<file path="config.mk">
export PLATFORM = sky130hd
export DESIGN_NAME = array_machine_execute_unit_core
export DESIGN_NICKNAME = d
export VERILOG_FILES = /design/src/amx_pkg.sv /design/src/amx_ctrl.sv /design/src/amx_dp.sv /design/src/array_machine_execute_unit_core.sv
export SDC_FILE = /design/constraint.sdc
export NUM_CORES = 2
export LEC_CHECK = 0
export ABC_AREA = 1
export CORE_UTILIZATION = 42
export CTS_BUF_LIST = sky130_fd_sc_hd__clkbuf_2
export CTS_CLUSTER_DIAMETER = 100
export DETAILED_ROUTE_END_ITERATION = 10
export DONT_BUFFER_PORTS = 1
export GPL_TIMING_DRIVEN = 1
export SLEW_MARGIN = 40
export SYNTH_ARGS = -nofsm -noshare
export SYNTH_HDL_FRONTEND = slang
export SYNTH_SLANG_ARGS = --single-unit
</file>
<file path="constraint.sdc">
create_clock -name clk -period 12.95 [get_ports clk]
set_input_delay 0.6475 -clock clk [delete_from_list [all_inputs] [get_ports clk]]
set_output_delay 0.6475 -clock clk [all_outputs]
set_load 0.02 [all_outputs]
</file>
<file path="src/amx_pkg.sv">
// ----------------------------------------------------------------------------
// amx_pkg
// Shared types and constants for the array machine execute unit.
// ----------------------------------------------------------------------------
package amx_pkg;

  localparam int unsigned WordW = 32;
  localparam int unsigned NumRegs = 8;
  localparam int unsigned RegIdxW = 3;
  localparam int unsigned KindW = 4;
  localparam int unsigned ImmW = 25;
  localparam logic [WordW-1:0] OutMax = 32'd255;

  typedef enum logic [KindW-1:0] {
    K_DONE  = 4'd0,
    K_READ  = 4'd1,
    K_WRITE = 4'd2,
    K_ALLOC = 4'd3,
    K_FREE  = 4'd4,
    K_OUT   = 4'd5,
    K_IN    = 4'd6,
    K_LOAD  = 4'd7,
    K_HALT  = 4'd8,
    K_FAULT = 4'd9
  } kind_t;

  typedef enum logic [3:0] {
    OP_CMOV  = 4'd0,
    OP_READ  = 4'd1,
    OP_WRITE = 4'd2,
    OP_ADD   = 4'd3,
    OP_MUL   = 4'd4,
    OP_DIV   = 4'd5,
    OP_NAND  = 4'd6,
    OP_HALT  = 4'd7,
    OP_ALLOC = 4'd8,
    OP_FREE  = 4'd9,
    OP_OUT   = 4'd10,
    OP_IN    = 4'd11,
    OP_LOAD  = 4'd12,
    OP_ORTHO = 4'd13
  } opc_t;

  typedef enum logic [2:0] {
    S_IDLE,
    S_EXEC,
    S_DIV,
    S_WB,
    S_OUT
  } state_t;

  // controller -> datapath
  typedef struct packed {
    logic load_item;   // latch input word
    logic exec;        // read operands, decode
    logic div_start;
    logic div_step;
    logic commit;      // write back, form result
    logic out_clear;   // result taken
  } cmd_t;

  // datapath -> controller
  typedef struct packed {
    logic is_div;
    logic div_done;
  } sts_t;

endpackage

</file>
<file path="src/amx_ctrl.sv">
// ----------------------------------------------------------------------------
// amx_ctrl
// Sequencer: accept, execute, optional divide loop, commit, present result.
// ----------------------------------------------------------------------------
module amx_ctrl
  import amx_pkg::*;
(
  input  logic clk,
  input  logic rst_n,
  input  logic in_valid,
  output logic in_ready,
  output logic out_valid,
  input  logic out_ready,
  input  sts_t sts,
  output cmd_t cmd
);

  state_t state_r, state_nxt;

  always_ff @(posedge clk) begin
    if (!rst_n) state_r <= S_IDLE;
    else        state_r <= state_nxt;
  end

  always_comb begin
    state_nxt = state_r;
    case (state_r)
      S_IDLE: begin
        if (in_valid) state_nxt = S_EXEC;
      end
      S_EXEC: begin
        state_nxt = sts.is_div ? S_DIV : S_WB;
      end
      S_DIV: begin
        if (sts.div_done) state_nxt = S_WB;
      end
      S_WB: begin
        state_nxt = S_OUT;
      end
      S_OUT: begin
        if (out_ready) state_nxt = in_valid ? S_EXEC : S_IDLE;
      end
      default: state_nxt = S_IDLE;
    endcase
  end

  always_comb begin
    cmd = '0;
    in_ready = 1'b0;
    out_valid = 1'b0;
    case (state_r)
      S_IDLE: begin
        in_ready = 1'b1;
        cmd.load_item = in_valid;
      end
      S_EXEC: begin
        cmd.exec = 1'b1;
        cmd.div_start = sts.is_div;
      end
      S_DIV: begin
        cmd.div_step = 1'b1;
      end
      S_WB: begin
        cmd.commit = 1'b1;
      end
      S_OUT: begin
        out_valid = 1'b1;
        in_ready = out_ready;
        cmd.out_clear = out_ready;
        cmd.load_item = out_ready & in_valid;
      end
      default: ;
    endcase
  end

endmodule

</file>
<file path="src/amx_dp.sv">
// ----------------------------------------------------------------------------
// amx_dp
// Register file, program counter, pending target, ALU with a radix-2
// restoring divider, and the result register.
// ----------------------------------------------------------------------------
module amx_dp
  import amx_pkg::*;
(
  input  logic             clk,
  input  logic             rst_n,
  input  cmd_t             cmd,
  output sts_t             sts,
  input  logic             in_op,
  input  logic [WordW-1:0] in_instr,
  input  logic [WordW-1:0] in_resp,
  output logic [KindW-1:0] out_kind,
  output logic [WordW-1:0] out_aid,
  output logic [WordW-1:0] out_off,
  output logic [WordW-1:0] out_data,
  output logic [WordW-1:0] out_pc
);

  logic [WordW-1:0]   regs_r [NumRegs];
  logic [WordW-1:0]   pc_r;
  logic [RegIdxW-1:0] pend_r;
  logic               pendv_r;

  logic               op_r;
  logic [WordW-1:0]   iw_r, resp_r;

  // operand stage
  logic [WordW-1:0]   ra_r, rb_r, rc_r;

  // divider
  logic [WordW-1:0]   quo_r, rem_r;
  logic [5:0]         dcnt_r;

  // result
  logic [KindW-1:0]   kind_r;
  logic [WordW-1:0]   aid_r, off_r, data_r;

  logic [3:0]         opc;
  logic [RegIdxW-1:0] ia, ib, ic, io;
  assign opc = iw_r[31:28];
  assign ia = iw_r[8:6];
  assign ib = iw_r[5:3];
  assign ic = iw_r[2:0];
  assign io = iw_r[27:25];

  assign sts.is_div = (!op_r) && (opc == OP_DIV) && (regs_r[ic] != '0);
  assign sts.div_done = (dcnt_r == 6'd0);

  logic [WordW:0] rem_sh;
  logic [WordW:0] rem_sub;
  assign rem_sh = {rem_r, quo_r[WordW-1]};
  assign rem_sub = rem_sh - {1'b0, rc_r};

  always_ff @(posedge clk) begin
    if (cmd.load_item) begin
      op_r <= in_op;
      iw_r <= in_instr;
      resp_r <= in_resp;
    end
    if (cmd.exec) begin
      ra_r <= regs_r[ia];
      rb_r <= regs_r[ib];
      rc_r <= regs_r[ic];
    end
    if (cmd.div_start) begin
      quo_r <= regs_r[ib];
      rem_r <= '0;
      dcnt_r <= 6'(WordW);
    end else if (cmd.div_step && dcnt_r != 6'd0) begin
      dcnt_r <= dcnt_r - 6'd1;
      if (!rem_sub[WordW]) begin
        rem_r <= rem_sub[WordW-1:0];
        quo_r <= {quo_r[WordW-2:0], 1'b1};
      end else begin
        rem_r <= rem_sh[WordW-1:0];
        quo_r <= {quo_r[WordW-2:0], 1'b0};
      end
    end
  end

  logic [WordW-1:0] prod;
  assign prod = rb_r * rc_r;

  always_ff @(posedge clk) begin
    if (!rst_n) begin
      for (int i = 0; i < NumRegs; i++) regs_r[i] <= '0;
      pc_r <= '0;
      pend_r <= '0;
      pendv_r <= 1'b0;
      kind_r <= K_DONE;
    end else if (cmd.commit) begin
      aid_r <= '0;
      off_r <= '0;
      data_r <= '0;
      kind_r <= K_DONE;
      if (op_r) begin
        if (pendv_r) regs_r[pend_r] <= resp_r;
        pendv_r <= 1'b0;
      end else begin
        pendv_r <= 1'b0;
        pc_r <= pc_r + 32'd1;
        case (opc)
          OP_CMOV: if (rc_r != '0) regs_r[ia] <= rb_r;
          OP_READ: begin
            kind_r <= K_READ; aid_r <= rb_r; off_r <= rc_r;
            pend_r <= ia; pendv_r <= 1'b1;
          end
          OP_WRITE: begin
            kind_r <= K_WRITE; aid_r <= ra_r; off_r <= rb_r; data_r <= rc_r;
          end
          OP_ADD:  regs_r[ia] <= rb_r + rc_r;
          OP_MUL:  regs_r[ia] <= prod;
          OP_DIV: begin
            if (rc_r == '0) kind_r <= K_FAULT;
            else regs_r[ia] <= quo_r;
          end
          OP_NAND: regs_r[ia] <= ~(rb_r & rc_r);
          OP_HALT: kind_r <= K_HALT;
          OP_ALLOC: begin
            kind_r <= K_ALLOC; off_r <= rc_r; pend_r <= ib; pendv_r <= 1'b1;
          end
          OP_FREE: begin
            kind_r <= K_FREE; aid_r <= rc_r;
          end
          OP_OUT: begin
            if (rc_r > OutMax) kind_r <= K_FAULT;
            else begin
              kind_r <= K_OUT; data_r <= rc_r;
            end
          end
          OP_IN: begin
            kind_r <= K_IN; pend_r <= ic; pendv_r <= 1'b1;
          end
          OP_LOAD: begin
            kind_r <= K_LOAD; aid_r <= rb_r; pc_r <= rc_r;
          end
          OP_ORTHO: regs_r[io] <= {{(WordW-ImmW){1'b0}}, iw_r[ImmW-1:0]};
          default: kind_r <= K_FAULT;
        endcase
      end
    end
  end

  assign out_kind = kind_r;
  assign out_aid = aid_r;
  assign out_off = off_r;
  assign out_data = data_r;
  assign out_pc = pc_r;

endmodule

</file>
<file path="src/array_machine_execute_unit_core.sv">
// ----------------------------------------------------------------------------
// array_machine_execute_unit_core
// Execute unit for the fourteen-opcode array machine.
// Per word: accept, execute, commit, present; a divide with nonzero divisor adds a radix-2 loop.
// One word at a time: no new word is accepted before the last result is taken.
// The result register holds the word until taken; next input accepted then.
// Reset (rst_n low, synchronous) clears registers, pc and pending target.
// ----------------------------------------------------------------------------
module array_machine_execute_unit_core
  import amx_pkg::*;
(
  input  logic        clk,
  input  logic        rst_n,
  input  logic        in_tvalid,
  output logic        in_tready,
  input  logic [63:0] in_tdata,   // instruction_word[31:0], response_word[63:32]
  input  logic        in_tuser,   // op
  output logic        out_tvalid,
  input  logic        out_tready,
  output logic [127:0] out_tdata, // array_id, word_offset, data_word, next_pc
  output logic [3:0]  out_tuser   // request_kind
);

  cmd_t cmd;
  sts_t sts;
  logic [WordW-1:0] aid, off, dat, pc;

  amx_ctrl u_ctrl (
    .clk      (clk),
    .rst_n    (rst_n),
    .in_valid (in_tvalid),
    .in_ready (in_tready),
    .out_valid(out_tvalid),
    .out_ready(out_tready),
    .sts      (sts),
    .cmd      (cmd)
  );

  amx_dp u_dp (
    .clk     (clk),
    .rst_n   (rst_n),
    .cmd     (cmd),
    .sts     (sts),
    .in_op   (in_tuser),
    .in_instr(in_tdata[31:0]),
    .in_resp (in_tdata[63:32]),
    .out_kind(out_tuser),
    .out_aid (aid),
    .out_off (off),
    .out_data(dat),
    .out_pc  (pc)
  );

  assign out_tdata = {pc, dat, off, aid};

endmodule

</file>
==> flow_metrics.env <==
export IMPL_ys_seq_area_share_pct=34.56
export IMPL_io_pins=203
export IMPL_io_buffers=0
export IMPL_fin_crit_sh_pct=63.98
export IMPL_cp_start_kind="flop"
export IMPL_clock_path_buffers=3
export IMPL_maxCapViolations=0
export IMPL_largest_reg_flops=256
export IMPL_slew_viol_final=0
export IMPL_ys_top_cells_by_count="nand2_1 (1374), inv_1 (1106), nor2_1 (604)"
export IMPL_dieArea_um2=126200
export IMPL_antenna_found_initial=9
export IMPL_timing_rr_end="u_dp.regs_r[4][29]"
export IMPL_critPathTopFamily="adder cells"
export IMPL_grt_pass1_vias=46250
export IMPL_synth_edf_count=545
export IMPL_critPathArrivalTime_ns=9.58
export IMPL_place_gp_congestion=1.015
export IMPL_min_from="rst_n"
export IMPL_post_cts_buffers=0
export IMPL_finalNonFillerCells=8347
export IMPL_max_stage_delay_ns=0.86
export IMPL_grt_max_degree=175
export IMPL_critPathBufInv=4
export IMPL_synth_cell_types=62
export IMPL_std_cell_rows=129
export IMPL_grt_setup_unrepaired="no"
export IMPL_dp_cells=7890
export IMPL_vias_per_cell=5.674
export IMPL_finalSetupTns_ns=0
export IMPL_hold_path_class="primary input to flop"
export IMPL_yosysTopAreaCell="edfxtp_1"
export IMPL_ys_top_cells_by_area="edfxtp_1 (31%), fa_1 (16%), nand2_1 (9.8%)"
export IMPL_status="finished clean"
export IMPL_post_drt_wl_per_cell_um=24.47
export IMPL_hold_viol=0
export IMPL_h_tree_depth=4
export IMPL_worst_pin_slew_ns=1.147
export IMPL_cts_tree="yes"
export IMPL_crit_slowest_cell="edfxtp_1"
export IMPL_die_h_um=355.2
export IMPL_yosys_warnings=0
export IMPL_grt_overflow_total=0
export IMPL_critPathKind="flop to flop"
export IMPL_synth_main_ff_cell="edfxtp_1"
export IMPL_drt_iter0_drc=6122
export IMPL_worstSkewPairLatency_ns=1.62
export IMPL_num_vias=47360
export IMPL_largest_register="u_dp.regs_r"
export IMPL_syn_cell_area_um2=52390
export IMPL_synth_top_cell_area_share_pct=31.24
export IMPL_drt_wl_total_mm=204.2
export IMPL_clk_pin_slew_ns=0.10
export IMPL_hold_end="u_dp.pend_r[0]"
export IMPL_cp_max_fo=14
export IMPL_yosys_cell_count_top_type="nand2_1"
export IMPL_layout_drive_gt1_share_pct=7.148
export IMPL_min_period_ns=8.285
export IMPL_fp_dieW_um=355.2
export IMPL_end_kind="flop"
export IMPL_setup_viol=0
export IMPL_grt_pass1_wl_mm=299.9
export IMPL_ys_ff_latch=632
export IMPL_worst_clock_skew_ns=0.1397
export IMPL_dp_hpwl_mm=143.1
export IMPL_dr_pass1_iters=8
export IMPL_grtUsageTotal_pct=32.22
export IMPL_maxSlewHeadroom_pct=23.54
export IMPL_cts_hold_buf=137
export IMPL_syn_instance_count=6520
export IMPL_clock_sinks=632
export IMPL_holdPathStages=4
export IMPL_drc=0
export IMPL_hold_slack_ns=0.1455
export IMPL_antenna_left=0
export IMPL_core_um2=123600
export IMPL_timing_rr_start="u_dp.rc_r[10]"
export IMPL_clk_root_buffer_cell="clkbuf_2"
export IMPL_syn_to_final_growth_pct=8.808
export IMPL_initial_utilization_pct=42.38
export IMPL_avgSynthCellArea_um2=8.036
export IMPL_async_flop_share_pct=0
export IMPL_place_area_um2=53920
export IMPL_clock_fmax_ghz=0.1207
export IMPL_cp_required_ns=14.24
export IMPL_r2r_cells=27
export IMPL_nets=7236
export IMPL_cts_resized=0
export IMPL_synth_nets=7189
export IMPL_fin_area_um2=57010
export IMPL_r2r_slack_ns=4.66
export IMPL_cts_made_buffers=170
cell type report:
| cell class | count | area (um2) |
|---|---|---|
| Tap cell | 1637 | 2048 |
| Sequential cell | 632 | 18120 |
| Multi-Input combinational cell | 4382 | 28560 |
| Antenna cell | 9 | 22.52 |
| Timing Repair Buffer | 254 | 2369 |
| Fill cell | 12470 | 66630 |
| Clock buffer | 258 | 1291 |
| Inverter | 1127 | 4248 |
| Clock inverter | 48 | 342.8 |
layer usage:
layer  GRT usage, %  part of all wire [%]
met1          42.05                    39
met2          50.64                    45
met3          6.795                    11
met4          16.12                   5.0
met5              0                 0.019
cell families after synthesis:
group                      synth area share, %
and+or+nand+nor                          17.06
buffers and inverters                    11.08
AOI/OAI and AO/OA                        15.59
DFF                                      34.56
adders and majority gates                20.20
xor gates and xnor gates                 1.505
tightest hold or removal path: cells and delay by family:
| family | cells | cell delay, ns |
|---|---|---|
| buf+inv | 2 | 0.87 |
| compound gates | 2 | 0.20 |
cell usage in the layout, fill, tap and decap left out, drive strengths merged, types with 137 or more instances in the layout:
cell type and count:
inv 1125, o21ai 627, clkbuf 258, edfxtp 545, fa 410, a21oi 469
ha 190, nand2 1379, nor2 612, dlygate4sd3 137
how the worst max path moves through the flow:
stage          slack (ns)              start  cells after the start            endpoint
5_1_grt              4.43      u_dp.rc_r[10]                     27  u_dp.regs_r[5][29]
4_1_cts              4.68       u_dp.rb_r[7]                     26  u_dp.regs_r[3][21]
3_3_place_gp         4.72       u_dp.rb_r[7]                     26  u_dp.regs_r[6][21]
3_5_place_dp         4.73       u_dp.rb_r[7]                     26  u_dp.regs_r[3][21]
6_report             4.66      u_dp.rc_r[10]                     27  u_dp.regs_r[4][29]
2_1_floorplan        3.15  u_ctrl.state_r[0]                     10      u_dp.rem_r[10]
through the flow:
stage | setup WS, ns | util (%)
detailed placement | 4.727 | 43.61
CTS | 4.676 | 46.04
floorplan | 3.153 | -
global placement | 4.722 | 43.46
finish | 4.665 | 46.11
global route | 4.429 | 46.10
Power is not shown: default switching activity piles up to over one toggle a cycle in this logic, so the estimate is an artifact.
